File: config.mk
export PLATFORM = sky130hd
export DESIGN_NAME = xml_byte_tokenizer_unit_flat
export DESIGN_NICKNAME = d
export VERILOG_FILES = /design/src/rtl/xbt_pkg.sv /design/src/rtl/xbt_if.sv /design/src/rtl/xml_byte_tokenizer_unit.sv /design/src/rtl/xbt_step.sv /design/src/flat_wrapper.sv
export SDC_FILE = /design/constraint.sdc
export NUM_CORES = 1
export LEC_CHECK = 0
export BUFFER_PORTS_ARGS = -buffer_cell sky130_fd_sc_hd__buf_2
export CAP_MARGIN = 5
export CORE_MARGIN = 2
export CORE_UTILIZATION = 35
export DETAILED_ROUTE_END_ITERATION = 6
export PLACE_DENSITY = 0.65
export SETUP_SLACK_MARGIN = 0.1
export SYNTH_ARGS = -nofsm -noshare
export SYNTH_HDL_FRONTEND = slang
export SYNTH_SLANG_ARGS = --single-unit
File: constraint.sdc
create_clock -name clk -period 4.6 [get_ports clk]
set_input_delay 0.69 -clock clk [delete_from_list [all_inputs] [get_ports clk]]
set_output_delay 0.69 -clock clk [all_outputs]
set_load 0.005 [all_outputs]
File: src/rtl/xbt_pkg.sv
`default_nettype none
// ----------------------------------------------------------------------------
// xbt_pkg
// Types, codes and the transition table of the XML byte tokenizer.
// ----------------------------------------------------------------------------
package xbt_pkg;

    localparam int NSTATES = 20;
    localparam int NGROUPS = 14;

    typedef logic [4:0] state_code_t;
    typedef logic [3:0] group_t;
    typedef logic signed [7:0] act_t;

    typedef enum logic [2:0] {
        ROLE_MARKUP     = 3'd0,
        ROLE_OPEN_NAME  = 3'd1,
        ROLE_CLOSE_NAME = 3'd2,
        ROLE_ATTR_NAME  = 3'd3,
        ROLE_ATTR_VALUE = 3'd4,
        ROLE_TEXT       = 3'd5
    } role_t;

    typedef enum logic [2:0] {
        EV_NONE       = 3'd0,
        EV_OPEN_DONE  = 3'd1,
        EV_SELF_CLOSE = 3'd2,
        EV_CLOSE_DONE = 3'd3,
        EV_ATTR_DONE  = 3'd4,
        EV_TEXT_END   = 3'd5
    } event_t;

    typedef enum logic [2:0] {
        ERR_OK        = 3'd0,
        ERR_BAD_START = 3'd1,
        ERR_FORBIDDEN = 3'd2,
        ERR_SYNTAX    = 3'd3,
        ERR_NO_EQ     = 3'd4,
        ERR_NUL       = 3'd5
    } error_t;

    // Lexer states.
    localparam state_code_t ST_IDLE        = 5'd0;
    localparam state_code_t ST_PI          = 5'd1;
    localparam state_code_t ST_LT          = 5'd2;
    localparam state_code_t ST_SLASH_END   = 5'd3;
    localparam state_code_t ST_TEXT        = 5'd5;
    localparam state_code_t ST_OPEN_NAME   = 5'd6;
    localparam state_code_t ST_IN_TAG      = 5'd7;
    localparam state_code_t ST_ATTR_NAME   = 5'd8;
    localparam state_code_t ST_ATTR_EQ     = 5'd10;
    localparam state_code_t ST_ATTR_VALUE  = 5'd11;
    localparam state_code_t ST_CLOSE_NAME  = 5'd13;
    localparam state_code_t ST_CLOSE_TAIL  = 5'd14;
    localparam state_code_t ST_ANAME_TAIL  = 5'd15;

    // Character groups.
    localparam group_t G_OTHER  = 4'd0;
    localparam group_t G_SPACE  = 4'd1;
    localparam group_t G_QUOTE  = 4'd2;
    localparam group_t G_LT     = 4'd3;
    localparam group_t G_GT     = 4'd4;
    localparam group_t G_AMP    = 4'd5;
    localparam group_t G_SEMI   = 4'd6;
    localparam group_t G_QMARK  = 4'd7;
    localparam group_t G_SLASH  = 4'd8;
    localparam group_t G_EQ     = 4'd9;
    localparam group_t G_BANG   = 4'd10;
    localparam group_t G_LBRACK = 4'd11;
    localparam group_t G_RBRACK = 4'd12;
    localparam group_t G_NUL    = 4'd13;

    // Table actions: a non-negative entry is a plain move to that state.
    localparam act_t X_SELF_CLOSE   = -8'sd1;
    localparam act_t X_TAG_END      = -8'sd2;
    localparam act_t X_OPEN_NAME    = -8'sd3;
    localparam act_t X_TEXT_END     = -8'sd4;
    localparam act_t X_ATTR_DONE    = -8'sd5;
    localparam act_t X_NAME_END     = -8'sd6;
    localparam act_t X_NAME_WS      = -8'sd7;
    localparam act_t X_ATTR_START   = -8'sd8;
    localparam act_t X_SLASH        = -8'sd9;
    localparam act_t X_EQ           = -8'sd10;
    localparam act_t X_QUOTE_OPEN   = -8'sd11;
    localparam act_t X_ANAME_WS     = -8'sd12;
    localparam act_t X_CLOSE_NAME   = -8'sd13;
    localparam act_t X_CLOSE_WS     = -8'sd14;
    localparam act_t X_CLOSE_END_WS = -8'sd15;
    localparam act_t X_CLOSE_END    = -8'sd16;
    localparam act_t X_CDATA_END    = -8'sd20;
    localparam act_t NUL0           = -8'sd63;
    localparam act_t BADS           = -8'sd65;
    localparam act_t FORB           = -8'sd66;
    localparam act_t SYNX           = -8'sd67;
    localparam act_t NOEQ           = -8'sd69;

    localparam act_t TRANS [NSTATES][NGROUPS] = '{
        '{BADS, 8'sd0, BADS, 8'sd1, BADS, BADS, BADS,
          BADS, BADS, BADS, SYNX, BADS, BADS, NUL0},
        '{BADS, BADS, BADS, BADS, BADS, BADS, BADS,
          8'sd9, BADS, BADS, SYNX, BADS, BADS, NUL0},
        '{X_OPEN_NAME, 8'sd2, SYNX, FORB, FORB, FORB, FORB,
          FORB, 8'sd12, FORB, 8'sd16, FORB, FORB, NUL0},
        '{SYNX, SYNX, SYNX, SYNX, X_SELF_CLOSE, SYNX, SYNX,
          SYNX, SYNX, BADS, SYNX, SYNX, SYNX, NUL0},
        '{SYNX, SYNX, SYNX, SYNX, X_TAG_END, SYNX, SYNX,
          SYNX, SYNX, BADS, BADS, SYNX, SYNX, NUL0},
        '{8'sd5, 8'sd5, 8'sd5, X_TEXT_END, 8'sd5, 8'sd5, 8'sd5,
          8'sd5, 8'sd5, 8'sd5, 8'sd5, SYNX, SYNX, NUL0},
        '{8'sd6, X_NAME_WS, SYNX, FORB, X_NAME_END, FORB, FORB,
          SYNX, X_SLASH, SYNX, SYNX, SYNX, SYNX, NUL0},
        '{X_ATTR_START, 8'sd7, SYNX, FORB, X_TAG_END, FORB, FORB,
          8'sd7, 8'sd3, SYNX, SYNX, SYNX, SYNX, NUL0},
        '{8'sd8, X_ANAME_WS, SYNX, FORB, SYNX, FORB, FORB,
          SYNX, SYNX, X_EQ, SYNX, SYNX, SYNX, NUL0},
        '{8'sd9, 8'sd7, SYNX, SYNX, SYNX, SYNX, SYNX,
          SYNX, SYNX, SYNX, SYNX, SYNX, SYNX, NUL0},
        '{NOEQ, 8'sd10, X_QUOTE_OPEN, NOEQ, NOEQ, NOEQ, NOEQ,
          NOEQ, NOEQ, NOEQ, SYNX, SYNX, SYNX, NUL0},
        '{8'sd11, 8'sd11, X_ATTR_DONE, 8'sd11, 8'sd11, 8'sd11, 8'sd11,
          8'sd11, 8'sd11, 8'sd11, SYNX, SYNX, SYNX, NUL0},
        '{X_CLOSE_NAME, 8'sd12, SYNX, SYNX, SYNX, SYNX, SYNX,
          SYNX, SYNX, SYNX, SYNX, SYNX, SYNX, NUL0},
        '{8'sd13, X_CLOSE_WS, SYNX, SYNX, X_CLOSE_END, SYNX, SYNX,
          SYNX, SYNX, SYNX, SYNX, SYNX, SYNX, NUL0},
        '{SYNX, 8'sd14, SYNX, SYNX, X_CLOSE_END_WS, SYNX, SYNX,
          SYNX, SYNX, SYNX, SYNX, SYNX, SYNX, NUL0},
        '{SYNX, 8'sd15, SYNX, FORB, SYNX, SYNX, SYNX,
          SYNX, SYNX, 8'sd10, SYNX, SYNX, SYNX, NUL0},
        '{SYNX, SYNX, SYNX, FORB, SYNX, SYNX, SYNX,
          SYNX, SYNX, SYNX, SYNX, 8'sd17, SYNX, NUL0},
        '{8'sd17, SYNX, SYNX, SYNX, SYNX, SYNX, SYNX,
          SYNX, SYNX, SYNX, SYNX, 8'sd18, SYNX, NUL0},
        '{8'sd18, 8'sd18, 8'sd18, 8'sd18, 8'sd18, 8'sd18, 8'sd18,
          8'sd18, 8'sd18, 8'sd18, 8'sd18, 8'sd18, 8'sd19, NUL0},
        '{8'sd18, 8'sd18, 8'sd18, 8'sd18, X_CDATA_END, 8'sd18, 8'sd18,
          8'sd18, 8'sd18, 8'sd18, 8'sd18, 8'sd18, 8'sd19, NUL0}
    };

    typedef struct packed {
        state_code_t lexer_state;
        logic        in_prolog;
        logic        text_capturing;
        error_t      error_latch;
    } lex_state_t;

    typedef struct packed {
        role_t  role;
        event_t ev;
        error_t err;
    } lex_result_t;

    localparam lex_state_t LEX_RESET = '{
        lexer_state:    ST_IDLE,
        in_prolog:      1'b1,
        text_capturing: 1'b0,
        error_latch:    ERR_OK
    };

    function automatic group_t char_group(input logic [7:0] b);
        group_t g;
        case (b)
            8'h00:                      g = G_NUL;
            8'h09, 8'h0a, 8'h0d, 8'h20: g = G_SPACE;
            8'h22:                      g = G_QUOTE;
            8'h3c:                      g = G_LT;
            8'h3e:                      g = G_GT;
            8'h26:                      g = G_AMP;
            8'h3b:                      g = G_SEMI;
            8'h3f:                      g = G_QMARK;
            8'h2f:                      g = G_SLASH;
            8'h3d:                      g = G_EQ;
            8'h21:                      g = G_BANG;
            8'h5b:                      g = G_LBRACK;
            8'h5d:                      g = G_RBRACK;
            default:                    g = G_OTHER;
        endcase
        return g;
    endfunction

endpackage
`default_nettype wire

File: src/rtl/xbt_if.sv
`default_nettype none
// ----------------------------------------------------------------------------
// xbt_if
// Valid/ready channels of the tokenizer: raw bytes in, classified bytes out.
// ----------------------------------------------------------------------------
interface xbt_byte_if;
    logic       valid;
    logic       ready;
    logic [7:0] byte_in;

    modport source (output valid, output byte_in, input ready);
    modport sink   (input valid, input byte_in, output ready);
endinterface

interface xbt_token_if;
    logic       valid;
    logic       ready;
    logic [7:0] byte_out;
    logic [2:0] role;
    logic [2:0] event_res;
    logic [2:0] error_code;

    modport source (output valid, output byte_out, output role, output event_res,
                    output error_code, input ready);
    modport sink   (input valid, input byte_out, input role, input event_res,
                    input error_code, output ready);
endinterface
`default_nettype wire

File: src/rtl/xml_byte_tokenizer_unit.sv
`default_nettype none
// ----------------------------------------------------------------------------
// xml_byte_tokenizer_unit
// Byte-serial XML tokenizer: tags each byte with a role, event and error code.
// ----------------------------------------------------------------------------
//  channel   dir   handshake      payload
//  bytes     in    valid/ready    byte_in
//  tokens    out   valid/ready    byte_out, role, event_res, error_code
//
//  One item per cycle sustained while tokens.ready holds; an accepted item goes
//  from the input register through the single table transition to the result register.
//  The lexer state advances only when an item moves into the result register.
//  A stalled result holds in place while the input register still takes one
//  more item. Reset clears the lexer to its start state and the prolog mode.
// ----------------------------------------------------------------------------
module xml_byte_tokenizer_unit
    import xbt_pkg::*;
(
    input  wire logic    clk,
    input  wire logic    rst_n,
    xbt_byte_if.sink     bytes,
    xbt_token_if.source  tokens
);

    logic        in_valid_reg;
    logic [7:0]  in_byte_reg;
    logic        out_valid_reg;
    logic [7:0]  out_byte_reg;
    lex_result_t out_res_reg;
    lex_state_t  state_reg;
    lex_state_t  state_next;
    lex_result_t res_next;
    logic        advance;
    logic        take;

    xbt_step u_step (
        .byte_in (in_byte_reg),
        .cur     (state_reg),
        .nxt     (state_next),
        .res     (res_next)
    );

    assign advance      = in_valid_reg && (!out_valid_reg || tokens.ready);
    assign bytes.ready  = !in_valid_reg || advance;
    assign take         = bytes.valid && bytes.ready;

    always_ff @(posedge clk or negedge rst_n)
    begin
        if (!rst_n)
        begin
            in_valid_reg  <= 1'b0;
            out_valid_reg <= 1'b0;
            state_reg     <= LEX_RESET;
        end
        else
        begin
            if (take)
            begin
                in_valid_reg <= 1'b1;
            end
            else if (advance)
            begin
                in_valid_reg <= 1'b0;
            end

            if (advance)
            begin
                out_valid_reg <= 1'b1;
                state_reg     <= state_next;
            end
            else if (tokens.ready)
            begin
                out_valid_reg <= 1'b0;
            end
        end
    end

    always_ff @(posedge clk)
    begin
        if (take)
        begin
            in_byte_reg <= bytes.byte_in;
        end
        if (advance)
        begin
            out_byte_reg <= in_byte_reg;
            out_res_reg  <= res_next;
        end
    end

    assign tokens.valid      = out_valid_reg;
    assign tokens.byte_out   = out_byte_reg;
    assign tokens.role       = out_res_reg.role;
    assign tokens.event_res  = out_res_reg.ev;
    assign tokens.error_code = out_res_reg.err;

endmodule
`default_nettype wire

File: src/rtl/xbt_step.sv
`default_nettype none
// ----------------------------------------------------------------------------
// xbt_step
// One lexer transition: byte classification, table lookup and action decode.
// ----------------------------------------------------------------------------
module xbt_step
    import xbt_pkg::*;
(
    input  wire logic [7:0] byte_in,
    input  wire lex_state_t cur,
    output lex_state_t      nxt,
    output lex_result_t     res
);

    group_t      grp;
    act_t        act;
    state_code_t target;
    error_t      err;

    assign grp = char_group(byte_in);

    always_comb
    begin
        nxt      = cur;
        res.role = ROLE_MARKUP;
        res.ev   = EV_NONE;
        err      = ERR_OK;
        target   = cur.lexer_state;
        act      = SYNX;

        if (cur.error_latch == ERR_OK)
        begin
            if (cur.lexer_state < state_code_t'(NSTATES))
            begin
                act = TRANS[cur.lexer_state][grp];
            end

            if (act >= 0)
            begin
                target = act[4:0];
                // A byte that keeps the lexer where it is belongs to the token.
                if (target == cur.lexer_state)
                begin
                    case (cur.lexer_state)
                        ST_OPEN_NAME:  res.role = ROLE_OPEN_NAME;
                        ST_CLOSE_NAME: res.role = ROLE_CLOSE_NAME;
                        ST_ATTR_NAME:  res.role = ROLE_ATTR_NAME;
                        ST_ATTR_VALUE: res.role = ROLE_ATTR_VALUE;
                        ST_TEXT:
                        begin
                            if (cur.text_capturing)
                            begin
                                res.role = ROLE_TEXT;
                            end
                        end
                        default:       res.role = ROLE_MARKUP;
                    endcase
                end
            end
            else
            begin
                case (act)
                    X_SELF_CLOSE:
                    begin
                        res.ev = EV_SELF_CLOSE;
                        nxt.text_capturing = 1'b1;
                        target = ST_TEXT;
                    end
                    X_TAG_END, X_NAME_END:
                    begin
                        res.ev = EV_OPEN_DONE;
                        nxt.text_capturing = 1'b1;
                        target = ST_TEXT;
                    end
                    X_OPEN_NAME:
                    begin
                        nxt.in_prolog = 1'b0;
                        res.role = ROLE_OPEN_NAME;
                        target = ST_OPEN_NAME;
                    end
                    X_CLOSE_NAME:
                    begin
                        nxt.in_prolog = 1'b0;
                        res.role = ROLE_CLOSE_NAME;
                        target = ST_CLOSE_NAME;
                    end
                    X_CLOSE_WS:    target = ST_CLOSE_TAIL;
                    X_CLOSE_END_WS, X_CLOSE_END:
                    begin
                        res.ev = EV_CLOSE_DONE;
                        nxt.text_capturing = 1'b1;
                        target = ST_TEXT;
                    end
                    X_TEXT_END:
                    begin
                        res.ev = EV_TEXT_END;
                        nxt.text_capturing = 1'b0;
                        target = ST_LT;
                    end
                    X_NAME_WS:     target = ST_IN_TAG;
                    X_ATTR_START:
                    begin
                        res.role = ROLE_ATTR_NAME;
                        target = ST_ATTR_NAME;
                    end
                    X_SLASH:       target = ST_SLASH_END;
                    X_ANAME_WS:    target = ST_ANAME_TAIL;
                    X_EQ:          target = ST_ATTR_EQ;
                    X_QUOTE_OPEN:  target = ST_ATTR_VALUE;
                    X_ATTR_DONE:
                    begin
                        res.ev = EV_ATTR_DONE;
                        target = ST_IN_TAG;
                    end
                    X_CDATA_END:   target = ST_TEXT;
                    BADS:          err = ERR_BAD_START;
                    FORB:          err = ERR_FORBIDDEN;
                    NOEQ:          err = ERR_NO_EQ;
                    NUL0:          err = ERR_NUL;
                    default:       err = ERR_SYNTAX;
                endcase
            end

            if (err != ERR_OK)
            begin
                nxt.error_latch = err;
                res.role = ROLE_MARKUP;
                res.ev   = EV_NONE;
            end
            else
            begin
                nxt.lexer_state = target;
            end

            if (nxt.in_prolog)
            begin
                res.role = ROLE_MARKUP;
                res.ev   = EV_NONE;
            end
        end

        res.err = nxt.error_latch;
    end

endmodule
`default_nettype wire

File: src/flat_wrapper.sv
// flat-port wrapper written by rule: the top's interface ports become plain ports
module xml_byte_tokenizer_unit_flat import xbt_pkg::*;
  (clk, rst_n, bytes_valid, bytes_byte_in, bytes_ready, tokens_valid, tokens_byte_out, tokens_role, tokens_event_res, tokens_error_code, tokens_ready);
  xbt_byte_if bytes_i ();
  xbt_token_if tokens_i ();
  input  wire logic clk;
  input  wire logic rst_n;
  input wire logic [$bits(bytes_i.valid)-1:0] bytes_valid;
  input wire logic [$bits(bytes_i.byte_in)-1:0] bytes_byte_in;
  output wire logic [$bits(bytes_i.ready)-1:0] bytes_ready;
  output wire logic [$bits(tokens_i.valid)-1:0] tokens_valid;
  output wire logic [$bits(tokens_i.byte_out)-1:0] tokens_byte_out;
  output wire logic [$bits(tokens_i.role)-1:0] tokens_role;
  output wire logic [$bits(tokens_i.event_res)-1:0] tokens_event_res;
  output wire logic [$bits(tokens_i.error_code)-1:0] tokens_error_code;
  input wire logic [$bits(tokens_i.ready)-1:0] tokens_ready;
  assign bytes_i.valid = bytes_valid;
  assign bytes_i.byte_in = bytes_byte_in;
  assign bytes_ready = bytes_i.ready;
  assign tokens_valid = tokens_i.valid;
  assign tokens_byte_out = tokens_i.byte_out;
  assign tokens_role = tokens_i.role;
  assign tokens_event_res = tokens_i.event_res;
  assign tokens_error_code = tokens_i.error_code;
  assign tokens_i.ready = tokens_ready;
  xml_byte_tokenizer_unit u_core (.clk(clk), .rst_n(rst_n), .bytes(bytes_i), .tokens(tokens_i));
endmodule
==> flow_summary.toml <==
[run_status]
status = "completed"

[yosys]
yosys.area_share.adder_pct = 3.73
ys_seq_area_share_pct = 26.1
syn_inst = 510
syn_area_per_cell_sq_um = 7.90
ys_warn_count = 0
async_reset_ff_share_pct = 32.4
ys.flop_type = "edfxtp_1"
synth_area_sq_um = 4030
synth_edf_count = 25
ys_ff_latch = 37
synthesis.nets = 534
synth_compound_area_share_pct = 31.0
synth_xor_area_share_pct = 0.870
synthMuxAreaShare_pct = 4.44
netlist-cell-type-count = 85
yosys.area_share.simple_pct = 28.2
synth_top_family_by_area = "compound AO/OA/AOI/OAI gates"

[setup_path]
cp_slowest_cell = "dfrtp_1"
crit_chain = "inv_1 -> ha_1 -> or2_2 -> a311oi_1 -> nor2_1 -> mux2_2 -> a22oi_1 -> a2bb2oi_4 -> and3_1 -> nand3_1 -> nor2_1 -> or3_1 -> a21oi_2 -> mux2_2"
path_buf_inv = 1
startpoint_type = "flip-flop"
cpPeakStageDelay_ns = 0.56
cp-end-kind = "flip-flop"
cp.required_ns = 4.77
crit_fanout = 8
critical_path_arrival_ns = 4.56
cpLargestDelayFamily = "simple AND/OR/NAND/NOR gates"
criticalPathCategory = "reg2reg"

[sta]
fmax_ghz = 0.228
finalHoldViolCount = 0
slew_violations = 0
min_period_ns = 4.39
grt_setup_unrepaired = "true"
skew_ns = 0.00754
setup_viol = 0
maxSlewHeadroom_pct = 49.6
timing.final.crit_share_pct = 95.5
tightest_slew_ns = 0.757

[power_and_ir_drop]
switching_share_pct = 26.0
pwr_density_cell_nw_per_um2 = 196
power_frac_comb_pct = 18.2
p_int_w = 0.000716
p_leak_nw = 1.89
power_w = 0.000968
p_clk_share_pct = 42.2
vdd_drop_max_v = 0.000194
power_frac_seq_pct = 39.6
power_switching_w = 0.000251

[drt]
num_vias = 4515
post-route-drc-count = 0
wire_per_inst_microns = 19.4
first_pass_iters = 5
wirelength_microns = 13700
drt_iter0_drc = 570
ant_nets = 0
vias_per_cell = 6.40

[floorplan]
fp.dieW_microns = 111
dieArea_sq_um = 12400
rows = 39
io_pins = 31
dieHeight_microns = 111
core_sq_um = 11300
start_util_pct = 35.6

[clock_network]
cts.sinks = 37
tritoncts = "done"
cts_max_path_buffers = 2
cts_made_buffers = 5
cts.clk_slew.worst_paths_ns = 0.06
cts_htree_levels = 2
clock-root-buffer = "clkbuf_16"
clk_latency_ns = 0.28

[global_routing]
grtUsageTotal_pct = 21.3
grt_overflow = 0
grt_pass1_wl_microns = 21600
grt_max_degree = 26
antenna_found_initial = 0
grt_pass1_vias = 4050

[cells_and_area]
layout_common_cells = "nand2_1, buf_4, nor2_1, a21oi_1, buf_2"
drive_gt1_share_pct = 24.7
area_growth_pct = 22.8
diodes = 0
largest_register_ffs = 10
nets = 586
finalNonFillerCells = 706

[placement]
gp_congestion = 1.01
dpl.cell_count = 689
portBuffers = 30
hpwl_microns = 10100

[min_path]
holdCritPathClass = "in2async"

[job]
drv_cap = 0
-- cells in the mapped netlist (7+ instances only) --
| master | instances | share of area [%] |
|---|---|---|
| inv_1 | 11 | 1.0 |
| mux2i_1 | 10 | 2.5 |
| dfrtp_1 | 11 | 6.8 |
| clkbuf_1 | 31 | 2.9 |
| nand2b_1 | 16 | 2.5 |
| a211oi_1 | 12 | 2.2 |
| edfxtp_1 | 25 | 19 |
| and3_1 | 9 | 1.4 |
| nand3b_1 | 7 | 1.3 |
| or3_1 | 7 | 1.1 |
| nor2_1 | 41 | 3.8 |
| nor3_1 | 14 | 1.7 |
| a21oi_1 | 32 | 4.0 |
| nand3_1 | 23 | 2.9 |
| o21ai_0 | 23 | 2.9 |
| ha_1 | 12 | 3.7 |
| nor2b_1 | 11 | 1.7 |
| a31oi_1 | 8 | 1.2 |
| nand2_1 | 55 | 5.1 |
| a311oi_1 | 7 | 1.5 |
-- power groups by stage --
| stage | sequential [W] | combinational, W | clock, W |
|---|---|---|---|
| after detailed placement | 0.000390 | 0.000158 | 0 |
| after global routing | 0.000385 | 0.000189 | 0.000430 |
| after CTS | 0.000383 | 0.000160 | 0.000416 |
| after floorplan | 0.000388 | 0.0000970 | 0 |
| final | 0.000383 | 0.000176 | 0.000408 |
| after global placement | 0.000389 | 0.000156 | 0 |
-- per-stage QoR --
stage	hold WS, ns	worst slack (ns)	cell area (sq um)	utilization (%)	setup TNS, ns
floorplan	0.394	0.280	4030	-	0
global placement	0.456	0.0723	4550	40.2	0
detailed placement	0.461	-0.0738	4550	40.2	-0.233
CTS	0.300	0.0956	4740	41.9	0
global route	0.310	0.0443	4950	43.7	0
finish	0.296	0.205	4950	43.7	0
-- path summary, 6_finish.rpt --
path	start	endpoint	slack [ns]	cells after the start
worst max register to register	u_core.state_reg[5]	u_core.state_reg[8]	0.21	14
worst min register to register	u_core.state_reg[0]	u_core.state_reg[0]	0.47	2
max in group asynchronous	rst_n	u_core.state_reg[4]	4.01	1
worst min-delay path	rst_n	u_core.in_valid_reg	0.30	1
min in group clk	u_core.state_reg[0]	u_core.state_reg[0]	0.47	2
worst max-delay path	u_core.state_reg[5]	u_core.state_reg[8]	0.21	14
-- kinds of logic after synthesis --
group / after synthesis
compound gates: 169
xor+xnor: 4
fa+ha+maj: 12
buf+inv: 54
flops: 37
mux: 16
simple gates: 218
-- worst reg2reg max path, delay by kind of cell, from the launching register on --
| kind | cells | cell delay [ns] |
|---|---|---|
| buf+inv | 1 | 0.20 |
| compound gates | 4 | 1.13 |
| mux | 2 | 0.64 |
| flops | 1 | 0.56 |
| simple gates | 6 | 1.42 |
| fa+ha+maj | 1 | 0.34 |
-- repair_timing --
item | 4_1_cts | 5_1_grt
hold buffers | 0 | 0
setup buffers | 1 | 8
cloned | 0 | 0
setup endpoints to repair | 7 | 15
pin swaps | 1 | 13
hold endpoints to repair | 0 | 0
resized for setup | 1 | 31
-- routing by layer --
metal,vias to the layer above,wire [microns],track usage [%]
met1,2150,5600,30.0
met4,0,307,5.60
li1,2076,-,-
met5,-,0,0
met2,259,6580,34.6
met3,30,1210,2.79
-- final cells by class --
cell class	instances	area [sq um]
Inverter	12	45.0
Sequential cell	37	1050
Clock inverter	2	37.5
Tap cell	143	179
Clock buffer	6	139
Fill cell	1116	6370
Multi-Input combinational cell	419	2900
Timing Repair Buffer	87	594
No activity file was read; power rests on OpenSTA's default activity.
